===== src/hdl/layer_zorder_stack_assert.svh =====
// Assertion macros used by the layer z-order stack datapath.
`ifndef LAYER_ZORDER_STACK_ASSERT_SVH
`define LAYER_ZORDER_STACK_ASSERT_SVH

// The condition must never be true outside reset.
`define LZS_ASSERT_NEVER(lbl, clk, rstn, cond) \
    lbl: assert property (@(posedge clk) disable iff (!rstn) !(cond)) \
        else $error("layer stack check failed: forbidden condition");

// When the antecedent holds, the consequent holds in the same cycle.
`define LZS_ASSERT_IMPL(lbl, clk, rstn, ante, cons) \
    lbl: assert property (@(posedge clk) disable iff (!rstn) (ante) |-> (cons)) \
        else $error("layer stack check failed: implication");

// When the antecedent holds, the consequent holds in the next cycle.
`define LZS_ASSERT_NEXT(lbl, clk, rstn, ante, cons) \
    lbl: assert property (@(posedge clk) disable iff (!rstn) (ante) |=> (cons)) \
        else $error("layer stack check failed: next-cycle implication");

`endif


===== src/hdl/lzs_pkg.sv =====
// Package with the constants, codes and interface types of the layer z-order stack.
`default_nettype none

package lzs_pkg;

    // Number of layer slots and the widths that follow from it.
    localparam int LAYERS = 256;
    localparam int IDX_W  = (LAYERS > 1) ? $clog2(LAYERS) : 1;
    localparam int CNT_W  = IDX_W + 1;

    // Fixed field widths.
    localparam int FUNC_W = 2;
    localparam int SLOT_W = 8;
    localparam int HGT_W  = 9;
    localparam int REQ_W  = 10;
    localparam int CALC_W = 11;

    localparam logic [SLOT_W:0] LAYER_LIMIT = LAYERS[SLOT_W:0];
    localparam logic [IDX_W-1:0] LAST_IDX   = IDX_W'(LAYERS - 1);

    localparam logic signed [HGT_W-1:0]  HGT_NONE  = '1;
    localparam logic signed [HGT_W-1:0]  HGT_ZERO  = '0;
    localparam logic signed [HGT_W-1:0]  HGT_ONE   = HGT_W'(1);
    localparam logic signed [CALC_W-1:0] CALC_NEG1 = '1;
    localparam logic signed [CALC_W-1:0] CALC_ZERO = '0;
    localparam logic signed [CALC_W-1:0] CALC_ONE  = CALC_W'(1);

    // Operation codes.
    typedef enum logic [FUNC_W-1:0] {
        FUNC_ALLOC = 2'd0,
        FUNC_MOVE  = 2'd1,
        FUNC_FREE  = 2'd2,
        FUNC_NOP   = 2'd3
    } func_t;

    // Controller states.
    typedef enum logic [2:0] {
        ST_IDLE,
        ST_LOOKUP,
        ST_PLAN,
        ST_SHIFT,
        ST_PLACE,
        ST_SCAN,
        ST_DONE
    } state_t;

    // Commands from the controller to the datapath.
    typedef struct packed {
        logic load_item;
        logic plan;
        logic shift_en;
        logic place;
        logic scan_en;
        logic load_out;
    } lzs_cmd_t;

    // Status from the datapath to the controller.
    typedef struct packed {
        func_t func;
        logic  live;
        logic  shift_done;
        logic  scan_end;
        logic  out_free;
    } lzs_status_t;

endpackage

`default_nettype wire


===== src/hdl/lzs_ctrl.sv =====
// Controller state machine that sequences allocate, move and free operations.
`default_nettype none

module lzs_ctrl (
    input  wire logic                 aclk,
    input  wire logic                 aresetn,
    input  wire logic                 s_valid,
    output      logic                 s_ready,
    input  wire lzs_pkg::lzs_status_t status,
    output      lzs_pkg::lzs_cmd_t    cmd
);

    import lzs_pkg::*;

    state_t state_reg;
    state_t state_next;

    // State register.
    always_ff @(posedge aclk) begin
        if (!aresetn) begin
            state_reg <= ST_IDLE;
        end else begin
            state_reg <= state_next;
        end
    end

    // Next state and commands.
    always_comb begin
        state_next = state_reg;
        cmd        = '0;
        s_ready    = 1'b0;
        case (state_reg)
            ST_IDLE: begin
                s_ready = 1'b1;
                if (s_valid) begin
                    cmd.load_item = 1'b1;
                    state_next    = ST_LOOKUP;
                end
            end
            ST_LOOKUP: begin
                // The height read of the addressed slot is in flight here.
                if (status.func == FUNC_ALLOC) begin
                    state_next = ST_SCAN;
                end else if ((status.func == FUNC_MOVE || status.func == FUNC_FREE)
                             && status.live) begin
                    state_next = ST_PLAN;
                end else begin
                    state_next = ST_DONE;
                end
            end
            ST_PLAN: begin
                cmd.plan   = 1'b1;
                state_next = ST_SHIFT;
            end
            ST_SHIFT: begin
                cmd.shift_en = 1'b1;
                if (status.shift_done) begin
                    state_next = ST_PLACE;
                end
            end
            ST_PLACE: begin
                cmd.place  = 1'b1;
                state_next = ST_DONE;
            end
            ST_SCAN: begin
                cmd.scan_en = 1'b1;
                if (status.scan_end) begin
                    state_next = ST_DONE;
                end
            end
            ST_DONE: begin
                if (status.out_free) begin
                    cmd.load_out = 1'b1;
                    state_next   = ST_IDLE;
                end
            end
            default: begin
                state_next = ST_IDLE;
            end
        endcase
    end

endmodule

`default_nettype wire


===== config.mk =====
export PLATFORM = sky130hd
export DESIGN_NAME = lzs_ctrl
export DESIGN_NICKNAME = d
export VERILOG_FILES = /design/src/hdl/layer_zorder_stack_assert.svh /design/src/hdl/lzs_pkg.sv /design/src/hdl/lzs_ctrl.sv
export SDC_FILE = /design/constraint.sdc
export NUM_CORES = 1
export LEC_CHECK = 0
export BUFFER_PORTS_ARGS = -buffer_cell sky130_fd_sc_hd__buf_2
export CORE_AREA = 2 2 39 41
export DETAILED_ROUTE_END_ITERATION = 16
export DIE_AREA = 0 0 41 43
export SETUP_SLACK_MARGIN = 0.05
export SLEW_MARGIN = 20
export SYNTH_ARGS = -nofsm -noshare
export SYNTH_HDL_FRONTEND = slang
export SYNTH_SLANG_ARGS = --single-unit

===== constraint.sdc =====
create_clock -name aclk -period 1.3 [get_ports aclk]
set_input_delay 0.065 -clock aclk [delete_from_list [all_inputs] [get_ports aclk]]
set_output_delay 0.065 -clock aclk [all_outputs]
set_load 0.005 [all_outputs]

# Word-level counts from Yosys, hierarchy flattened
# Cells that the tools add are included.
[totals]
word_cells = 34
output_inout_bits = 7
inputBits = 9
reg_bits = 3
[classes]
n_eq_ne = 12
n_mux = 16
n_reduce_logical = 5
[ops]
columns = ["cell", "count"]
rows = [
  ["one-hot mux 3 bit (7 select lines)", 1],
  ["two-way mux 3 bit", 6],
  ["equality test 3 bit, second input constant", 3],
  ["two-way mux 1 bit", 9],
  ["!= test 2 bit, second input constant", 4],
  ["equality test 3 x 2 -> 1 bit, second input constant", 2],
  ["AND reduction 4 bit", 1],
  ["equality test 3 x 1 -> 1 bit, second input constant", 1],
  ["logical NOT 3 bit", 1],
  ["equality test 2 x 1 -> 1 bit, second input constant", 1],
  ["equality test 2 bit, second input constant", 1],
  ["logical NOT 2 bit", 1],
  ["logical AND 1 bit", 1],
  ["logical OR 1 bit", 1],
]

# Logic depth before layout (Yosys ltp)
# Gate-level depths: netlist (run 1).
[depth]
depth_word = 6
ltp_mapped = 6
mapped_depth_nobuf = 6

# Worst setup path before layout (run 1)
# Ideal clock, no wire load.
[synth_timing]
path_type = "register to register"
startpoint = "reg state_reg[0]"
endpoint = "reg state_reg[1]"
slack_ns = 0.155
required_time_ns = 1.177
path_stages_with_launch = 6
arrival_ns = 1.023
period_less_slack_ns = 1.145
path_cell_list = "dfxtp_1 buf_6 nor2_1 a31o_2 nor4_1 nor3_1"
[synth_via]
elab_chain_len = 3
elab_cells_between_ends = 13
[synth_rtl]
columns = ["element", "line", "text"]
rows = [
  ["from (decl)", "lzs_ctrl.sv:15", "state_t state_reg;"],
  ["from (signal assigned)", "lzs_ctrl.sv:23", "state_reg <= state_next;"],
  ["equality test 3 x 2 -> 1 bit (tied with other cells)", "lzs_ctrl.sv:32", "case (state_reg)"],
  ["!= test 2 bit (no source line)", "--", ""],
  ["AND reduction 4 bit (no source line)", "--", ""],
]
# Several ways; a longest one is shown, not always the timed one.
# A chain may end at the register's enable or synchronous reset.

# Worst setup path after layout (run 1)
[layout_timing]
startpoint = "reg state_reg[2]"
endpoint = "reg state_reg[1]"
# The elaborated chain is that of the path after synthesis.

==> results of run 1 <==
cell families (layout without fill, tap and decap cells):
family / count (synthesis) / in the layout / synth area share [%]
AO/OA/AOI/OAI: 11 / 11 / 23.5
adder cells (fa/ha/maj): 1 / 1 / 3.85
buffers and inverters: 9 / 31 / 16.2
flip-flops: 3 / 3 / 18.5
AND/OR/NAND/NOR: 17 / 17 / 38.1
final timing paths:
path / end / slack, ns / cells after the start
worst min register to register: state_reg[0]$_SDFFE_PN0P_ / 0.68 / 3
worst max-delay path: state_reg[1]$_SDFFE_PN0P_ / 0.1 / 4
worst min-delay path: state_reg[2]$_SDFFE_PN0P_ / 0.09 / 3
worst max register to register: state_reg[1]$_SDFFE_PN0P_ / 0.1 / 4
cell usage after synthesis:
cell / instances / area (um^2)
nor4_1: 1 / 6.26
nor4bb_1: 1 / 10.0
ha_1: 1 / 12.5
nand2b_1: 2 / 12.5
nor2_1: 3 / 11.3
nor3_1: 3 / 15.0
a31oi_2: 1 / 12.5
and3_1: 2 / 12.5
o21ai_0: 1 / 5.00
a31o_2: 1 / 8.76
nor3b_1: 1 / 7.51
o31a_1: 1 / 8.76
nor3b_2: 1 / 12.5
dfxtp_1: 3 / 60.1
a21oi_1: 4 / 20.0
a311oi_1: 1 / 8.76
nor4_4: 1 / 21.3
o21a_1: 1 / 7.51
buf_4: 1 / 7.51
and2_1: 1 / 6.26
buf_6: 2 / 22.5
and4_1: 1 / 8.76
o21ai_1: 1 / 5.00
inv_1: 6 / 22.5
report_power, final:
group          total (W)  leakage [nW]  internal [W]  switching [W]
Clock           0.000172        0.0150      0.000116      0.0000568
Combinational   0.000642         0.199      0.000370       0.000271
Sequential      0.000285        0.0267      0.000163       0.000122
tightest hold or removal path: cells and delay by family:
family,cells,cell delay [ns]
compound gates,1,0.05
buf+inv,2,0.17
timing repair:
item	4_1_cts	5_1_grt
setup endpoints to repair	8	7
resized for setup	6	5
buffers inserted	0	1
pin swaps	0	1
routing by layer:
layer | vias to the layer above | routed length [um]
li1 | 192 | -
met2 | 17 | 340
met1 | 156 | 341
met5 | - | 0
met4 | 0 | 21
met3 | 2 | 53
final cells by class:
class	count	area [um^2]
Clock buffer	4	26.3
Fill cell	150	887
Inverter	6	22.5
Multi-Input combinational cell	29	233
Sequential cell	3	71.3
Tap cell	16	20.0
Timing Repair Buffer	21	124
metrics by stage:
step	hold slack, ns	power, W	utilization [%]	setup TNS (ns)
2_1_floorplan	0.221	0.000641	-	0
3_3_place_gp	0.361	0.000812	30.9	-0.0408
3_5_place_dp	0.353	0.000814	30.9	-0.0641
4_1_cts	0.0901	0.00105	34.1	0
5_1_grt	0.112	0.00118	35.9	0
6_report	0.0890	0.00110	35.9	0
==> flow_metrics.env, run 1 <==
export IMPL_setup_violations=0
export IMPL_hold_viol_final=0
export IMPL_critPathRequiredTime_ns=1.42
export IMPL_wl_per_cell_um=9.57
export IMPL_diodes=0
export IMPL_syn_inst=41
export IMPL_hold_path_startpoint="aresetn"
export IMPL_worstMarginPinSlew_ns=0.234
export IMPL_power_leakage_nw=0.241
export IMPL_initialDrtViolationCount=7
export IMPL_area_delta_synth_final_pct=52.7
export IMPL_avgSynthCellArea_um2=7.93
export IMPL_coreArea_um2=1380
export IMPL_fin_crit_ns=1.20
export IMPL_wl_um=756
export IMPL_regToRegStartpoint="state_reg[2]$_SDFFE_PN0P_"
export IMPL_die_h_um=43
export IMPL_ir_drop_mv=0.727
export IMPL_cts_sinks=3
export IMPL_port_buffers=15
export IMPL_yosysSeqAreaShare_pct=18.5
export IMPL_slew_headroom_pct=84.2
export IMPL_ant_nets=0
export IMPL_dp_hpwl_um=562
export IMPL_place_ws_ns=-0.0342
export IMPL_maxCapViolCount=0
export IMPL_finClkSkew_ns=0.00493
export IMPL_ys_seq_elements=3
export IMPL_die_x_um=41
export IMPL_startpoint_type="register"
export IMPL_fin_nets=74
export IMPL_cts_root_buffer="clkbuf_4"
export IMPL_syn_nets=51
export IMPL_cp_top_family="flip-flops"
export IMPL_drv_slew=0
export IMPL_drive_gt1_share_pct=54.0
export IMPL_grtUsageMet1_pct=12.2
export IMPL_setup_ws_ns=0.0996
export IMPL_die_area_um2=1760
export IMPL_busiest_layer="met2"
export IMPL_yosys_warnings=0
export IMPL_pin_count=16
export IMPL_grt_pass1_wl_mm=1.17
export IMPL_synth_cell_types=24
export IMPL_dr_pass1_iters=4
export IMPL_cts_buffers_inserted=3
export IMPL_initial_core_util_pct=23.5
export IMPL_crit_fanout=6
export IMPL_clk_latency_ns=0.24
export IMPL_placement_cell_area_um2=428
export IMPL_end_kind="register"
export IMPL_cts_tree="built"
export IMPL_synth_area_um2=325
export IMPL_holdBufCountCts=0
export IMPL_antenna_found_initial=0
export IMPL_critPathMaxStageDelay_ns=0.37
export IMPL_vias=367
export IMPL_track_usage_pct=9.94
export IMPL_htreeDepth=1
export IMPL_vias_per_cell=4.65
export IMPL_grt_use_met3_pct=1.57
export IMPL_mostFrequentLayoutCell="buf_2"
export IMPL_clk_pin_slew_ns=0.04
export IMPL_largest_register_ffs=3
export IMPL_design_area_um2=497
export IMPL_grt_ovfl_total=0
export IMPL_startpoint="state_reg[2]$_SDFFE_PN0P_"
export IMPL_cpMaxStageDelayCell="dfxtp_4"
export IMPL_gp_congestion=0.826
export IMPL_grt_max_degree=12
export IMPL_critPathKind="reg -> reg"
export IMPL_path_buf_inv=1
export IMPL_stdcell_count=79
export IMPL_min_path_type="in -> reg"
export IMPL_clock_path_buffers=2
export IMPL_use_met2_pct=14.4
export IMPL_rows=14
export IMPL_grt_pass1_vias=322
export IMPL_cellPowerDensity_nw_per_um2=2210
export IMPL_remaining_drc_errors=0
export IMPL_fin_crit_sh_pct=92.3
export IMPL_clock_fmax_ghz=0.833
export IMPL_rsz0062_at_grt="true"
export IMPL_outcome="finished clean"
export IMPL_arrival_ns=1.32
export IMPL_dp_cells=74
export IMPL_final_cell_mix="15 x buf_2, 6 x inv_1, 5 x buf_4"
export IMPL_path_cells="buf_4, a31o_2, nor4_1, nor3_1"
No activity file was read; power rests on OpenSTA's default activity.
==> run 2: changes to the inputs <==
--- a/config.mk
+++ b/config.mk
@@ -6,9 +6,12 @@
 export NUM_CORES = 1
 export LEC_CHECK = 0
 export BUFFER_PORTS_ARGS = -buffer_cell sky130_fd_sc_hd__buf_2
+export CELL_PAD_IN_SITES_DETAIL_PLACEMENT = 1
+export CELL_PAD_IN_SITES_GLOBAL_PLACEMENT = 1
 export CORE_AREA = 2 2 39 41
 export DETAILED_ROUTE_END_ITERATION = 16
 export DIE_AREA = 0 0 41 43
+export PLACE_DENSITY_LB_ADDON = 0.1
 export SETUP_SLACK_MARGIN = 0.05
 export SLEW_MARGIN = 20
 export SYNTH_ARGS = -nofsm -noshare
==> run 2 against run 1 <==
Sequential power is 7% lower. Setup slack got worse by 0.015 ns. Core utilization shrank 0.090 points. Largest cell class unchanged. Hold slack better by 0.039 ns.
==> flow_metrics.env, run 2 (synthesis gave the netlist of run 1 again) <==
export IMPL_outcome="finished clean"
export IMPL_reg2reg_to="state_reg[1]$_SDFFE_PN0P_"
export IMPL_cts_root_buffer="clkbuf_4"
export IMPL_clock_fmax_ghz=0.822
export IMPL_drive_gt1_share_pct=55.7
export IMPL_initial_core_util_pct=23.5
export IMPL_htreeDepth=1
export IMPL_cpMaxStageDelayCell="dfxtp_4"
export IMPL_gp_congestion=0.752
export IMPL_vias_per_cell=4.79
export IMPL_crit_fanout=8
export IMPL_die_area_um2=1760
export IMPL_power_frac_comb_pct=61.5
export IMPL_die_x_um=41
export IMPL_clk_latency_ns=0.23
export IMPL_fin_nets=72
export IMPL_die_h_um=43
export IMPL_hold_viol_final=0
export IMPL_cellPowerDensity_nw_per_um2=2260
export IMPL_grt_max_degree=9
export IMPL_mostFrequentLayoutCell="buf_2"
export IMPL_regToRegStartpoint="state_reg[1]$_SDFFE_PN0P_"
export IMPL_cts_buffers_inserted=3
export IMPL_setup_violations=0
export IMPL_multi_input_area_um2=249
export IMPL_power_switching_w=0.000477
export IMPL_startpoint="state_reg[1]$_SDFFE_PN0P_"
export IMPL_grt_pass1_vias=387
export IMPL_min_path_type="in -> reg"
export IMPL_cts_sinks=3
export IMPL_holdBufCountCts=0
export IMPL_pin_count=16
export IMPL_switching_share_pct=42.5
export IMPL_rr_worst_depth=4
export IMPL_fin_crit_ns=1.22
export IMPL_grt_ovfl_total=0
export IMPL_dp_hpwl_um=766
export IMPL_area_delta_synth_final_pct=52.3
export IMPL_wl_um=931
export IMPL_fill_cells=176
export IMPL_ir_drop_mv=0.563
export IMPL_grt_pass1_wl_mm=1.64
export IMPL_worstMarginPinSlew_ns=0.273
export IMPL_power_leakage_nw=0.235
export IMPL_rows=14
export IMPL_antenna_found_initial=0
export IMPL_clk_pin_slew_ns=0.04
export IMPL_dp_cells=73
export IMPL_final_cell_mix="15 x buf_2, 6 x inv_1, 4 x a21oi_1"
export IMPL_wl_per_cell_um=12.1
export IMPL_arrival_ns=1.33
export IMPL_startpoint_type="register"
export IMPL_drv_slew=0
export IMPL_remaining_drc_errors=0
export IMPL_slew_headroom_pct=81.6
export IMPL_clock_path_buffers=2
export IMPL_critPathKind="reg -> reg"
export IMPL_critPathMaxStageDelay_ns=0.37
export IMPL_stdcell_count=77
export IMPL_worstSetupEndpoint="state_reg[1]$_SDFFE_PN0P_"
export IMPL_largest_register_ffs=3
export IMPL_cts_tree="built"
export IMPL_p_clk_share_pct=14.7
export IMPL_finClkSkew_ns=0.00193
export IMPL_track_usage_pct=13.5
export IMPL_maxCapViolCount=0
export IMPL_seq_area_um2=68.8
export IMPL_p_int_w=0.000645
export IMPL_path_cells="buf_4, a31o_2, nor4_2, nor3_1"
export IMPL_setup_tns_final_ns=0
export IMPL_end_kind="register"
export IMPL_vias=369
export IMPL_rsz0062_at_grt="true"
export IMPL_ant_nets=0
export IMPL_initialDrtViolationCount=7
export IMPL_seqPwrFrac_pct=23.8
export IMPL_critPathRequiredTime_ns=1.42
export IMPL_coreArea_um2=1380
export IMPL_dr_pass1_iters=2
export IMPL_r2r_slack_ns=0.08
export IMPL_diodes=0
export IMPL_port_buffers=15
export IMPL_fin_crit_sh_pct=93.5
## run 2: critical path, delay by kind of cell (launching register included)
kind | cells | cell delay (ns)
buf+inv | 1 | 0.17
simple gates | 2 | 0.30
flops | 1 | 0.37
compound gates | 1 | 0.25
## run 2: area by class of cell
cell class | count | area share, %
Multi-Input combinational cell | 29 | 50.3
Timing Repair Buffer | 19 | 22.0
Sequential cell | 3 | 13.9
Clock buffer | 4 | 5.30
Inverter | 6 | 4.55
Tap cell | 16 | 4.04
## run 2: power groups by stage
| stage | Clock, W | Combinational, W | Sequential (W) |
|---|---|---|---|
| floorplan | 0 | 0.000472 | 0.000169 |
| global placement | 0 | 0.000587 | 0.000221 |
| detailed placement | 0 | 0.000591 | 0.000232 |
| CTS | 0.000177 | 0.000634 | 0.000252 |
| global route | 0.000183 | 0.000770 | 0.000276 |
| finish | 0.000165 | 0.000690 | 0.000266 |
## run 2: per-layer routing
metal	wire length [um]	GRT usage (%)
met1	403	16.3
met2	460	22.2
met3	55	3.66
met4	12	4.00
met5	0	0
## run 2: worst min path at each step
stage | from | end | slack, ns | depth (start not counted)
2_1_floorplan | aresetn | state_reg[2]$_SDFFE_PN0P_ | 0.22 | 2
3_3_place_gp | aresetn | state_reg[2]$_SDFFE_PN0P_ | 0.35 | 3
3_5_place_dp | aresetn | state_reg[0]$_SDFFE_PN0P_ | 0.36 | 3
4_1_cts | aresetn | state_reg[1]$_SDFFE_PN0P_ | 0.10 | 3
5_1_grt | aresetn | state_reg[2]$_SDFFE_PN0P_ | 0.14 | 3
6_report | aresetn | state_reg[0]$_SDFFE_PN0P_ | 0.13 | 3
## run 2: repair_timing
| item | 4_1_cts | 5_1_grt |
|---|---|---|
| gates resized for setup | 7 | 5 |
| endpoints found under the setup margin | 9 | 3 |
| pin swaps | 1 | 1 |
| buffers inserted | 0 | 0 |
| gates cloned | 0 | 0 |
## run 2: stage by stage
stage / worst slack (ns) / utilization (%) / instance area [um^2] / hold WS [ns] / power, W
after CTS: 0.0504 / 34.0 / 470 / 0.100 / 0.00106
after floorplan: 0.155 / - / 325 / 0.221 / 0.000641
after global placement: 0.0151 / 30.4 / 420 / 0.351 / 0.000807
after detailed placement: -0.0356 / 30.4 / 420 / 0.363 / 0.000823
after global routing: 0.0293 / 35.8 / 495 / 0.139 / 0.00123
final: 0.0841 / 35.8 / 495 / 0.128 / 0.00112
==> run 3: changes to the inputs <==
--- a/config.mk
+++ b/config.mk
@@ -5,13 +5,13 @@
 export SDC_FILE = /design/constraint.sdc
 export NUM_CORES = 1
 export LEC_CHECK = 0
-export BUFFER_PORTS_ARGS = -buffer_cell sky130_fd_sc_hd__buf_2
 export CELL_PAD_IN_SITES_DETAIL_PLACEMENT = 1
 export CELL_PAD_IN_SITES_GLOBAL_PLACEMENT = 1
 export CORE_AREA = 2 2 39 41
 export DETAILED_ROUTE_END_ITERATION = 16
 export DIE_AREA = 0 0 41 43
-export PLACE_DENSITY_LB_ADDON = 0.1
+export DONT_BUFFER_PORTS = 1
+export PLACE_DENSITY = 0.47
 export SETUP_SLACK_MARGIN = 0.05
 export SLEW_MARGIN = 20
 export SYNTH_ARGS = -nofsm -noshare
==> run 3 against run 2 <==
Register-to-register slack improved by 0.02 ns. First-iteration DRC count decreased by 57%. Die area did not move. Cell area fell by 4.8%. Critical path type unchanged. Largest cell class unchanged. Largest power group unchanged.
==> flow_metrics.env, run 3 (synthesis gave the netlist of run 1 again) <==
export IMPL_cp_top_family="compound AO/OA/AOI/OAI gates"
export IMPL_hold_end="state_reg[1]$_SDFFE_PN0P_"
export IMPL_wl_per_cell_um=14.5
export IMPL_final_cell_mix="6 x inv_1, 4 x a21oi_1, 4 x buf_4"
export IMPL_area_delta_synth_final_pct=45.0
export IMPL_clock_fmax_ghz=0.836
export IMPL_setup_tns_final_ns=0
export IMPL_grt_pass1_vias=362
export IMPL_vias=337
export IMPL_critPathRequiredTime_ns=1.44
export IMPL_cts_root_buffer="clkbuf_4"
export IMPL_holdBufCountCts=0
export IMPL_largest_register_ffs=3
export IMPL_cts_tree="built"
export IMPL_setup_ws_ns=0.104
export IMPL_die_x_um=41
export IMPL_htreeDepth=1
export IMPL_cts_buffers_inserted=3
export IMPL_rr_worst_depth=3
export IMPL_grt_max_degree=12
export IMPL_end_kind="register"
export IMPL_worstMarginPinSlew_ns=0.296
export IMPL_fin_nets=60
export IMPL_hold_viol_final=0
export IMPL_diodes=0
export IMPL_critPathMaxStageDelay_ns=0.37
export IMPL_remaining_drc_errors=0
export IMPL_drive_gt1_share_pct=49.0
export IMPL_setup_violations=0
export IMPL_reg2reg_to="state_reg[2]$_SDFFE_PN0P_"
export IMPL_initialDrtViolationCount=3
export IMPL_cellPowerDensity_nw_per_um2=2510
export IMPL_initial_core_util_pct=23.5
export IMPL_path_buf_inv=1
export IMPL_vias_per_cell=5.18
export IMPL_hold_path_cell_count=2
export IMPL_coreArea_um2=1380
export IMPL_die_area_um2=1760
export IMPL_grt_ovfl_total=0
export IMPL_regToRegStartpoint="state_reg[2]$_SDFFE_PN0P_"
export IMPL_clk_latency_ns=0.24
export IMPL_die_h_um=43
export IMPL_path_cells="buf_4, o31a_1, a311oi_2"
export IMPL_wl_um=943
export IMPL_hold_path_startpoint="aresetn"
export IMPL_dp_hpwl_um=743
export IMPL_finClkSkew_ns=0.00702
export IMPL_maxCapViolCount=0
export IMPL_mostFrequentLayoutCell="inv_1"
export IMPL_crit_fanout=6
export IMPL_critPathKind="reg -> reg"
export IMPL_clock_path_buffers=2
export IMPL_ant_nets=0
export IMPL_fill_cells=163
export IMPL_antenna_found_initial=0
export IMPL_port_buffers=0
export IMPL_arrival_ns=1.33
export IMPL_fin_crit_sh_pct=92.0
export IMPL_grt_pass1_wl_mm=1.65
export IMPL_pin_count=16
export IMPL_fin_util_pct=34.1
export IMPL_clk_pin_slew_ns=0.04
export IMPL_startpoint_type="register"
export IMPL_cts_sinks=3
export IMPL_fin_crit_ns=1.20
export IMPL_ir_drop_mv=0.675
export IMPL_gp_congestion=0.744
export IMPL_rows=14
export IMPL_min_path_type="in -> reg"
export IMPL_slew_headroom_pct=80.1
export IMPL_power_leakage_nw=0.185
export IMPL_rsz0062_at_grt="true"
export IMPL_outcome="finished clean"
export IMPL_cpMaxStageDelayCell="dfxtp_4"
export IMPL_place_ws_ns=-0.0648
export IMPL_drv_slew=0
export IMPL_dr_pass1_iters=4
export IMPL_track_usage_pct=14.3
export IMPL_r2r_slack_ns=0.10
run 3: worst max-delay path by stage:
stage,start,to,slack [ns],cells past startpoint
after floorplan,state_reg[0]$_SDFFE_PN0P_,state_reg[1]$_SDFFE_PN0P_,0.15,5
after global placement,state_reg[1]$_SDFFE_PN0P_,state_reg[1]$_SDFFE_PN0P_,-0.01,4
after detailed placement,state_reg[1]$_SDFFE_PN0P_,state_reg[2]$_SDFFE_PN0P_,-0.06,4
after CTS,state_reg[1]$_SDFFE_PN0P_,state_reg[2]$_SDFFE_PN0P_,0.04,4
after global routing,state_reg[2]$_SDFFE_PN0P_,state_reg[2]$_SDFFE_PN0P_,0.04,3
final,state_reg[2]$_SDFFE_PN0P_,state_reg[2]$_SDFFE_PN0P_,0.10,3
run 3: timing repair:
action | in CTS | in global routing
buffers inserted | 0 | 1
gates resized for setup | 6 | 13
endpoints found under the setup margin | 5 | 4
pin swaps | 0 | 5
run 3: where the power goes:
group | switching (W) | internal (W) | leakage [nW] | total, W
registers | 0.000111 | 0.000163 | 0.0267 | 0.000274
logic | 0.000348 | 0.000396 | 0.143 | 0.000743
clock network | 0.0000534 | 0.000115 | 0.0150 | 0.000169
run 3: through the flow:
step	cell area (um^2)	total power [W]	hold WS [ns]	cells
final	472	0.00119	0.0181	65
after floorplan	325	0.000641	0.221	41
after global placement	360	0.000768	0.248	60
after global routing	472	0.00130	0.0335	65
after detailed placement	360	0.000787	0.245	60
after CTS	407	0.00101	0.00273	64
run 3: cell type report:
class	count	area (um^2)	share of cell area [%]
Clock buffer	4	26.3	5.57
Tap cell	16	20.0	4.24
Inverter	6	22.5	4.77
Sequential cell	3	71.3	15.1
Timing Repair Buffer	7	57.6	12.2
Multi-Input combinational cell	29	274	58.1
run 3: metal layers:
metal  share of wire, %  up-vias  track usage (%)
met5                  0        -                0
met4                1.4        0             10.0
met1                 41      158             16.3
met2                 53       14             20.9
met3                4.5        2             5.24
li1                   -      163                -
run 3: worst reg2reg max path: cells and delay by family (launching register included):
| family | cells | cell delay (ns) |
|---|---|---|
| AOI/OAI and AO/OA | 2 | 0.58 |
| buffers and inverters | 1 | 0.15 |
| DFF | 1 | 0.37 |
